**config.mk**
```make
export PLATFORM = sky130hd
export DESIGN_NAME = radix_integer_to_ascii_top
export DESIGN_NICKNAME = d
export VERILOG_FILES = /design/src/design/ritoa_pkg.sv /design/src/design/ritoa_ram.sv /design/src/design/ritoa_datapath.sv /design/src/design/ritoa_controller.sv /design/src/design/radix_integer_to_ascii_top.sv
export VERILOG_INCLUDE_DIRS = /design/src /design/src/design
export SDC_FILE = /design/constraint.sdc
export NUM_CORES = 1
export LEC_CHECK = 0
export ABC_AREA = 1
export BUFFER_PORTS_ARGS = -buffer_cell sky130_fd_sc_hd__buf_2
export CAP_MARGIN = 5
export CELL_PAD_IN_SITES_DETAIL_PLACEMENT = 1
export CELL_PAD_IN_SITES_GLOBAL_PLACEMENT = 1
export CORE_UTILIZATION = 49
export DETAILED_ROUTE_END_ITERATION = 8
export PLACE_DENSITY_LB_ADDON = 0.3
export SYNTH_ARGS = -nofsm -noshare
export SYNTH_HDL_FRONTEND = slang
export SYNTH_HIERARCHICAL = 1
export SYNTH_SLANG_ARGS = --single-unit
```
**constraint.sdc**
```tcl
create_clock -name clock -period 17.6 [get_ports clock]
set_input_delay 3.52 -clock clock [delete_from_list [all_inputs] [get_ports clock]]
set_output_delay 3.52 -clock clock [all_outputs]
set_load 0.02 [all_outputs]
```
**src/design/assert_macros.svh**
```systemverilog
// Assertion macros shared by the radix integer to ASCII converter.
`ifndef ASSERT_MACROS_SVH
`define ASSERT_MACROS_SVH

// Property checked at every clock edge outside reset.
`define RITOA_ASSERT(label, prop, msg) \
   label: assert property (@(posedge clock) disable iff (reset) prop) \
      else $error(msg);

// Condition in one cycle implies a consequence in the next cycle.
`define RITOA_ASSERT_NEXT(label, ante, cons, msg) \
   label: assert property (@(posedge clock) disable iff (reset) (ante) |=> (cons)) \
      else $error(msg);

`endif

```
**src/design/ritoa_pkg.sv**
```systemverilog
// Package with shared types, constants and helpers of the integer to ASCII converter.
`default_nettype none

package ritoa_pkg;

   localparam int VALUE_WIDTH_DEFAULT = 32;
   localparam int DIGIT_DEPTH_DEFAULT = 32;

   // Dividend bits consumed by the digit divider in one cycle.
   localparam int STEP_BITS = 8;
   localparam int BASE_WIDTH = 5;
   localparam int FLAGS_WIDTH = 2;
   localparam int DIGIT_WIDTH = 4;
   localparam int CHAR_WIDTH = 8;

   localparam logic [BASE_WIDTH-1:0] BASE_MIN = 5'd2;
   localparam logic [BASE_WIDTH-1:0] BASE_MAX = 5'd16;

   localparam int FLAG_LOWER = 0;
   localparam int FLAG_UNSIGNED = 1;

   localparam logic [CHAR_WIDTH-1:0] ASCII_MINUS = 8'h2D;
   localparam logic [CHAR_WIDTH-1:0] ASCII_ZERO = 8'h30;
   localparam logic [CHAR_WIDTH-1:0] ASCII_UPPER_A = 8'h41;
   localparam logic [CHAR_WIDTH-1:0] ASCII_LOWER_A = 8'h61;

   typedef enum logic [1:0] {
      ST_IDLE,
      ST_DIVIDE,
      ST_PREP,
      ST_EMIT
   } ritoa_state_type;

   typedef struct packed {
      logic load;
      logic step;
      logic last_chunk;
      logic prep;
      logic emit;
   } ritoa_cmd_type;

   typedef struct packed {
      logic div_done;
      logic idx_zero;
   } ritoa_status_type;

   function automatic logic [CHAR_WIDTH-1:0] digit_char(input logic [DIGIT_WIDTH-1:0] digit,
                                                       input logic lower);
      logic [CHAR_WIDTH-1:0] result;
      if (digit < 4'd10) begin
         result = ASCII_ZERO + CHAR_WIDTH'(digit);
      end else if (lower) begin
         result = ASCII_LOWER_A + CHAR_WIDTH'(digit - 4'd10);
      end else begin
         result = ASCII_UPPER_A + CHAR_WIDTH'(digit - 4'd10);
      end
      return result;
   endfunction

endpackage

`default_nettype wire

```
**src/design/ritoa_ram.sv**
```systemverilog
// Generic single-port-write, single-port-read RAM with registered read data.
`default_nettype none

module ritoa_ram #(
   parameter int WIDTH = 4,
   parameter int DEPTH = 32
) (
   input  wire logic                     clock,
   input  wire logic                     wr_en,
   input  wire logic [$clog2(DEPTH)-1:0] wr_addr,
   input  wire logic [WIDTH-1:0]         wr_data,
   input  wire logic [$clog2(DEPTH)-1:0] rd_addr,
   output logic      [WIDTH-1:0]         rd_data
);

   logic [WIDTH-1:0] mem_ff [DEPTH];

   always_ff @(posedge clock) begin
      if (wr_en) begin
         mem_ff[wr_addr] <= wr_data;
      end
      rd_data <= mem_ff[rd_addr];
   end

endmodule

`default_nettype wire

```
**src/design/ritoa_datapath.sv**
```systemverilog
// Datapath: digit divider, digit stack addressing and character output register.
`default_nettype none
`include "assert_macros.svh"

module ritoa_datapath #(
   parameter int VALUE_WIDTH = ritoa_pkg::VALUE_WIDTH_DEFAULT,
   parameter int DIGIT_DEPTH = ritoa_pkg::DIGIT_DEPTH_DEFAULT
) (
   input  wire logic                                    clock,
   input  wire logic                                    reset,
   input  wire ritoa_pkg::ritoa_cmd_type                cmd,
   output ritoa_pkg::ritoa_status_type                  status,
   input  wire logic signed [VALUE_WIDTH-1:0]           req_value,
   input  wire logic [ritoa_pkg::BASE_WIDTH-1:0]        req_base,
   input  wire logic [ritoa_pkg::FLAGS_WIDTH-1:0]       req_format_flags,
   output logic                                         rsp_strobe,
   output logic [ritoa_pkg::CHAR_WIDTH-1:0]             rsp_character,
   output logic                                         rsp_last
);
   import ritoa_pkg::*;

   localparam int CHUNKS = (VALUE_WIDTH + STEP_BITS - 1) / STEP_BITS;
   localparam int PW = CHUNKS * STEP_BITS;
   localparam int AW = $clog2(DIGIT_DEPTH);
   localparam int CNTW = $clog2(DIGIT_DEPTH + 1);

   logic [PW-1:0]          work_ff, work_in;
   logic [DIGIT_WIDTH-1:0] rem_ff, rem_in;
   logic [BASE_WIDTH-1:0]  base_ff, base_in;
   logic                   lower_ff, lower_in;
   logic                   negative_ff, negative_in;
   logic [CNTW-1:0]        count_ff, count_in;
   logic [AW-1:0]          idx_ff, idx_in;
   logic                   strobe_ff, strobe_in;
   logic [CHAR_WIDTH-1:0]  char_ff, char_in;
   logic                   last_ff, last_in;

   logic [VALUE_WIDTH-1:0] raw_value;
   logic [VALUE_WIDTH-1:0] magnitude;
   logic                   is_negative;
   logic [STEP_BITS-1:0]   chunk;
   logic [STEP_BITS-1:0]   qbits;
   logic [DIGIT_WIDTH-1:0] rem_next;
   logic [PW-1:0]          quot_next;

   logic                   wr_en;
   logic [AW-1:0]          rd_addr;
   logic [DIGIT_WIDTH-1:0] rd_data;

   assign raw_value = req_value;
   assign is_negative = !req_format_flags[FLAG_UNSIGNED] && raw_value[VALUE_WIDTH-1];
   assign magnitude = is_negative ? (~raw_value + 1'b1) : raw_value;
   assign chunk = work_ff[PW-1 -: STEP_BITS];

   // Long division of the top dividend chunk by the base, one bit per step.
   always_comb begin
      logic [DIGIT_WIDTH:0] partial;
      logic [DIGIT_WIDTH-1:0] rem;
      rem = rem_ff;
      qbits = '0;
      for (int i = STEP_BITS - 1; i >= 0; i--) begin
         partial = {rem, chunk[i]};
         if (partial >= base_ff) begin
            qbits[i] = 1'b1;
            partial = partial - base_ff;
         end
         rem = partial[DIGIT_WIDTH-1:0];
      end
      rem_next = rem;
   end

   assign quot_next = (work_ff << STEP_BITS) | PW'(qbits);
   assign wr_en = cmd.step && cmd.last_chunk;

   assign status.div_done = (quot_next == '0) || (count_ff == CNTW'(DIGIT_DEPTH - 1));
   assign status.idx_zero = (idx_ff == '0);

   always_comb begin
      work_in = work_ff;
      rem_in = rem_ff;
      base_in = base_ff;
      lower_in = lower_ff;
      negative_in = negative_ff;
      count_in = count_ff;
      idx_in = idx_ff;
      strobe_in = 1'b0;
      char_in = char_ff;
      last_in = last_ff;
      rd_addr = idx_ff - 1'b1;
      if (cmd.load) begin
         work_in = PW'(magnitude);
         rem_in = '0;
         if (req_base < BASE_MIN) begin
            base_in = BASE_MIN;
         end else if (req_base > BASE_MAX) begin
            base_in = BASE_MAX;
         end else begin
            base_in = req_base;
         end
         lower_in = req_format_flags[FLAG_LOWER];
         negative_in = is_negative;
         count_in = '0;
      end
      if (cmd.step) begin
         // After the last chunk the register holds the quotient for the next digit.
         work_in = quot_next;
         rem_in = cmd.last_chunk ? '0 : rem_next;
         if (cmd.last_chunk) begin
            count_in = count_ff + 1'b1;
         end
      end
      if (cmd.prep) begin
         strobe_in = negative_ff;
         char_in = ASCII_MINUS;
         last_in = 1'b0;
         rd_addr = AW'(count_ff - 1'b1);
         idx_in = AW'(count_ff - 1'b1);
      end
      if (cmd.emit) begin
         strobe_in = 1'b1;
         char_in = digit_char(rd_data, lower_ff);
         last_in = (idx_ff == '0);
         idx_in = idx_ff - 1'b1;
      end
   end

   always_ff @(posedge clock) begin
      if (reset) begin
         strobe_ff <= 1'b0;
         count_ff <= '0;
         negative_ff <= 1'b0;
      end else begin
         strobe_ff <= strobe_in;
         count_ff <= count_in;
         negative_ff <= negative_in;
      end
      work_ff <= work_in;
      rem_ff <= rem_in;
      base_ff <= base_in;
      lower_ff <= lower_in;
      idx_ff <= idx_in;
      char_ff <= char_in;
      last_ff <= last_in;
   end

   ritoa_ram #(
      .WIDTH(DIGIT_WIDTH),
      .DEPTH(DIGIT_DEPTH)
   ) u_stack (
      .clock(clock),
      .wr_en(wr_en),
      .wr_addr(count_ff[AW-1:0]),
      .wr_data(rem_next),
      .rd_addr(rd_addr),
      .rd_data(rd_data)
   );

   assign rsp_strobe = strobe_ff;
   assign rsp_character = char_ff;
   assign rsp_last = last_ff;

   `RITOA_ASSERT(a_stack_push_in_range, wr_en |-> (count_ff < CNTW'(DIGIT_DEPTH)), "digit stack overflow")

endmodule

`default_nettype wire

```
**src/design/ritoa_controller.sv**
```systemverilog
// Controller state machine sequencing division, sign output and digit output.
`default_nettype none
`include "assert_macros.svh"

module ritoa_controller #(
   parameter int VALUE_WIDTH = ritoa_pkg::VALUE_WIDTH_DEFAULT
) (
   input  wire logic                        clock,
   input  wire logic                        reset,
   input  wire logic                        start,
   output logic                             busy,
   input  wire ritoa_pkg::ritoa_status_type status,
   output ritoa_pkg::ritoa_cmd_type         cmd
);
   import ritoa_pkg::*;

   localparam int CHUNKS = (VALUE_WIDTH + STEP_BITS - 1) / STEP_BITS;
   localparam int CW = (CHUNKS > 1) ? $clog2(CHUNKS) : 1;
   localparam logic [CW-1:0] LAST_CHUNK = CW'(CHUNKS - 1);

   ritoa_state_type state_ff, state_in;
   logic [CW-1:0]   chunk_ff, chunk_in;
   logic            at_last_chunk;

   assign at_last_chunk = (chunk_ff == LAST_CHUNK);

   always_comb begin
      state_in = state_ff;
      unique case (state_ff)
         ST_IDLE: begin
            if (start) begin
               state_in = ST_DIVIDE;
            end
         end
         ST_DIVIDE: begin
            if (at_last_chunk && status.div_done) begin
               state_in = ST_PREP;
            end
         end
         ST_PREP: begin
            state_in = ST_EMIT;
         end
         ST_EMIT: begin
            if (status.idx_zero) begin
               state_in = ST_IDLE;
            end
         end
         default: begin
            state_in = ST_IDLE;
         end
      endcase
   end

   always_comb begin
      cmd = '0;
      chunk_in = '0;
      busy = 1'b1;
      unique case (state_ff)
         ST_IDLE: begin
            busy = 1'b0;
            cmd.load = start;
         end
         ST_DIVIDE: begin
            cmd.step = 1'b1;
            cmd.last_chunk = at_last_chunk;
            chunk_in = at_last_chunk ? '0 : chunk_ff + 1'b1;
         end
         ST_PREP: begin
            cmd.prep = 1'b1;
         end
         ST_EMIT: begin
            cmd.emit = 1'b1;
         end
         default: begin
            busy = 1'b1;
         end
      endcase
   end

   always_ff @(posedge clock) begin
      if (reset) begin
         state_ff <= ST_IDLE;
         chunk_ff <= '0;
      end else begin
         state_ff <= state_in;
         chunk_ff <= chunk_in;
      end
   end

   `RITOA_ASSERT_NEXT(a_start_enters_divide, start && !busy, state_ff == ST_DIVIDE, "accepted item did not start division")
   `RITOA_ASSERT(a_chunk_idle_outside_divide, (state_ff != ST_DIVIDE) |-> (chunk_ff == '0), "chunk counter active outside division")

endmodule

`default_nettype wire

```
**src/design/radix_integer_to_ascii_top.sv**
```systemverilog
// Top level of the radix integer to ASCII converter.
//
// Usage: drive req_value, req_base and req_format_flags and raise start while
// busy is low; the item is taken at that clock edge. busy stays high until the
// last character of the number has been read from the digit stack. Characters
// appear on rsp_character, most significant first, one cycle each with
// rsp_strobe high; rsp_last marks the final character. A negative value in
// signed mode first gives a '-' character. The receiver cannot stall the
// output, so every strobed character must be taken in its cycle.
// Timing: the shared digit divider consumes 8 dividend bits per cycle and
// passes over all chunks of the value for each digit. busy stays high
// through division, the sign prep step and the output of every digit. The next
// item may start in the cycle in which the last character is on the output.
// Reset: synchronous and active high; it returns the controller to idle and
// drops the strobe. The digit stack needs no clearing.
`default_nettype none
`include "assert_macros.svh"

module radix_integer_to_ascii_top #(
   parameter int VALUE_WIDTH = ritoa_pkg::VALUE_WIDTH_DEFAULT,
   parameter int DIGIT_DEPTH = ritoa_pkg::DIGIT_DEPTH_DEFAULT
) (
   input  wire logic                                 clock,
   input  wire logic                                 reset,
   input  wire logic                                 start,
   output logic                                      busy,
   input  wire logic signed [VALUE_WIDTH-1:0]        req_value,
   input  wire logic [ritoa_pkg::BASE_WIDTH-1:0]     req_base,
   input  wire logic [ritoa_pkg::FLAGS_WIDTH-1:0]    req_format_flags,
   output logic                                      rsp_strobe,
   output logic [ritoa_pkg::CHAR_WIDTH-1:0]          rsp_character,
   output logic                                      rsp_last
);
   import ritoa_pkg::*;

   ritoa_cmd_type    cmd;
   ritoa_status_type status;

   ritoa_controller #(
      .VALUE_WIDTH(VALUE_WIDTH)
   ) u_controller (
      .clock(clock),
      .reset(reset),
      .start(start),
      .busy(busy),
      .status(status),
      .cmd(cmd)
   );

   ritoa_datapath #(
      .VALUE_WIDTH(VALUE_WIDTH),
      .DIGIT_DEPTH(DIGIT_DEPTH)
   ) u_datapath (
      .clock(clock),
      .reset(reset),
      .cmd(cmd),
      .status(status),
      .req_value(req_value),
      .req_base(req_base),
      .req_format_flags(req_format_flags),
      .rsp_strobe(rsp_strobe),
      .rsp_character(rsp_character),
      .rsp_last(rsp_last)
   );

   // A new number cannot produce a character right after the previous one ends.
   `RITOA_ASSERT_NEXT(a_gap_after_last, rsp_strobe && rsp_last, !rsp_strobe, "character directly after last")

endmodule

`default_nettype wire

```
==> metrics.md <==
| Metric | Value |
|---|---|
| Post-route setup TNS | `0 ps` |
| Vias/cell | `5.62` |
| Post-route clock period utilization | `0.657` |
| Nets | `1517` |
| Post-route design area | `12900 um2` |
| Synth cell types | `48` |
| Synth top area share | `0.467` |
| Sequential area share after synthesis | `0.494` |
| Setup CP Type | `flip-flop to flip-flop` |
| DR WL/cell | `19.2 um` |
| Hpwl dp | `23100 um` |
| Largest family of logic cells by synthesized area | `simple AND/OR/NAND/NOR gates` |
| CTS max path bufs | `2` |
| Cell Rows | `56` |
| Data arrival, critical path | `11630 ps` |
| Mapped cell area | `11800 um2` |
| Post-synth EDFFs | `184` |
| Antenna Cells | `0` |
| # hold bufs at CTS | `0` |
| Startpoint types | `flip-flop` |
| DRT Pass-1 Iters | `5` |
| Die area | `24800 um2` |
| Die width | `157 um` |
| Vias in the first global route | `10.3k` |
| First-pass GRT wire length | `53500 um` |
| PortBufs | `52` |
| Root buffer cell | `clkbuf_16` |
| Layout area overhead | `8.91%` |
| Vias | `9791` |
| PostCTS Resize Cnt | `0` |
| Initial Utilization | `0.501` |
| Synth Flop Type | `edfxtp_1` |
| Final hold violation count | `0` |
| #FFs+latches synth | `200` |
| CTS sink count | `200` |
| Yosys warning total | `6` |
| Worst-Margin Slew | `1180 ps` |
| Slew Limit Fails | `0` |
| Clock skew | `13.6 ps` |
| CP max stage cell | `nand2_1` |
| Critical Path RT | `17680 ps` |
| Reg2reg setup slack | `6050 ps` |
| Pin count of the biggest net entering global routing | `66` |
| Syn Inst Count | `1371` |
| Grt ovf | `0` |
| Final setup viols | `0` |
| Delay-heaviest family, CP | `simple AND/OR/NAND/NOR gates` |
| Dominant cell type by area after synthesis | `edfxtp_1` |
| Worst-path clk slew | `80 ps` |
| Simple-gate share of the synthesized area | `0.286` |
| CP Capture Type | `flip-flop` |
| Post-CTS setup buffers | `0` |
| DRC Markers | `0` |
| Number of buffers created by CTS | `17` |
| RSZ-0062 raised after global routing | `no` |
| Status | `finished, final reports clean` |
| Largest stage delay, worst path | `860 ps` |
| Synth Area in Compound Gates | `0.0512` |
| Synth Area in XOR/XNOR | `0.0215` |
| Synth top area cells | `edfxtp_1 47%, nand2_1 13%, nand3_1 7.3%` |
| CP Buf/Inv Count | `9` |
| CP max FO | `32` |
| Worst-skew pair later-pin latency | `450 ps` |
| Placer Congestion | `0.909` |
| Post-synth net total | `1478` |
| Relative slew slack | `0.214` |
| Gr usage total | `0.284` |
| 1st-iter DRT viols | `608` |
| Most used cell, CP | `nand2_1` |
| Initial antenna violation count | `0` |
| Adder-cell area share of the yosys netlist | `0.0738` |
| Fraction of registers with async set/reset | `0` |
| Count leader, synth | `nand2_1` |
| Min-delay worst type | `flip-flop to flip-flop` |
| Die height | `157 um` |
| H-tree levels | `4` |
| Core Area | `23600 um2` |
| Layout Cells excl Fill | `1742` |
| Max Cap Viol | `0` |
| Routed WL | `33400 um` |
| Mux contribution to synthesized area | `0` |
| Minimum clock period after layout | `11550 ps` |
| Commonest cells in the netlist | `412 x nand2_1, 184 x edfxtp_1, 173 x nand3_1, 152 x inv_1, 106 x nor2_1` |
| Share of cells above drive strength 1 | `0.0942` |
| # IOs | `53` |
| CTS tree | `built` |
| Antenna Nets Post-Route | `0` |
| Avg Cell Area, Syn | `8.63 um2` |
| DP Cell Count | `1710` |
| Fmax | `0.0865 GHz` |
| Placed instance area | `12300 um2` |
-- per-layer routing --
metal / vias to the layer above / global-route usage / wire length [um] / part of all wire
li1: 4660 / - / - / -
met1: 4822 / 0.337 / 13700 / 0.41
met2: 236 / 0.519 / 17500 / 0.52
met3: 73 / 0.0388 / 1160 / 0.035
met4: 0 / 0.104 / 983 / 0.029
met5: - / 0 / 0 / 0
-- layout make-up --
type	instances	area (um2)
Clock inverter	14	168
Fill cell	2827	10700
Clock buffer	18	429
Tap cell	319	399
Inverter	159	597
Multi-Input combinational cell	973	5140
Sequential cell	200	5850
Timing Repair Buffer	59	313
-- worst register-to-register path: cells and delay by family (launching register included) --
family                   cells  cell delay (ps)
AO/OA/AOI/OAI                5              900
AND/OR/NAND/NOR             41             5760
adder cells (fa/ha/maj)      8             2610
flip-flops                   1              540
buffers and inverters        9             1400
-- stage by stage --
stage / util / hold slack (ps) / setup WS, ps
floorplan: - / 398 / 8220
global placement: 0.521 / 408 / 7100
detailed placement: 0.521 / 423 / 6210
CTS: 0.546 / 433 / 6050
global route: 0.546 / 447 / 5030
finish: 0.546 / 426 / 6050
-- cells in the final DEF, fill, tap and decap left out, types with 6 or more instances in the layout --
cell       synthesis  layout
buf_2             13      52
fa_1               8       8
a21oi_1           32      32
nand4_1           21      21
nor3_1            13      13
edfxtp_1         184     184
dfxtp_1           16      16
nand3_1          173     173
xor2_1            16      16
o21ai_0           37      34
nor2_1           106     106
xnor2_1           13      13
nand3_2           13      13
ha_1              57      57
buf_4              6       7
nand2_1          412     412
inv_2              7       7
inv_6              0       6
and2_1             7       7
inv_1            152     152
clkbuf_16          0      17
o21ai_1           10      11
-- flip-flops by register name, indices dropped and copies added (netlist names) --
| signal | cells |
|---|---|
| u_controller/state_ff | 2 |
| u_datapath/idx_ff | 5 |
| u_controller/chunk_ff | 2 |
| u_datapath/u_stack/mem_ff | 128 |
| u_datapath/lower_ff | 1 |
| u_datapath/base_ff | 5 |
| u_datapath/rsp_character | 8 |
| u_datapath/u_stack/rd_data | 4 |
| u_datapath/work_ff | 32 |
| u_datapath/rsp_strobe | 1 |
| u_datapath/rem_ff | 4 |
| u_datapath/count_ff | 6 |
| u_datapath/rsp_last | 1 |
| u_datapath/negative_ff | 1 |
-- cell families after synthesis --
family,count (synthesis)
and+or+nand+nor,773
DFF,200
AOI/OAI and AO/OA,106
adders and majority gates,65
xor gates and xnor gates,29
buffers and inverters,198
-- worst paths after layout --
path,startpoint,cells after the start,end
setup / recovery,u_datapath/base_ff[1]$_SDFFCE_PP1P_,63,u_datapath/u_stack/mem_ff[26][2]$_DFFE_PP_
hold / removal,u_controller/chunk_ff[0]$_SDFF_PP0_,1,u_controller/chunk_ff[0]$_SDFF_PP0_
setup reg to reg,u_datapath/base_ff[1]$_SDFFCE_PP1P_,63,u_datapath/u_stack/mem_ff[26][2]$_DFFE_PP_
hold reg to reg,u_controller/chunk_ff[0]$_SDFF_PP0_,1,u_controller/chunk_ff[0]$_SDFF_PP0_
Power is not shown: default switching activity piles up to over one toggle a cycle in this logic, so the estimate is an artifact.
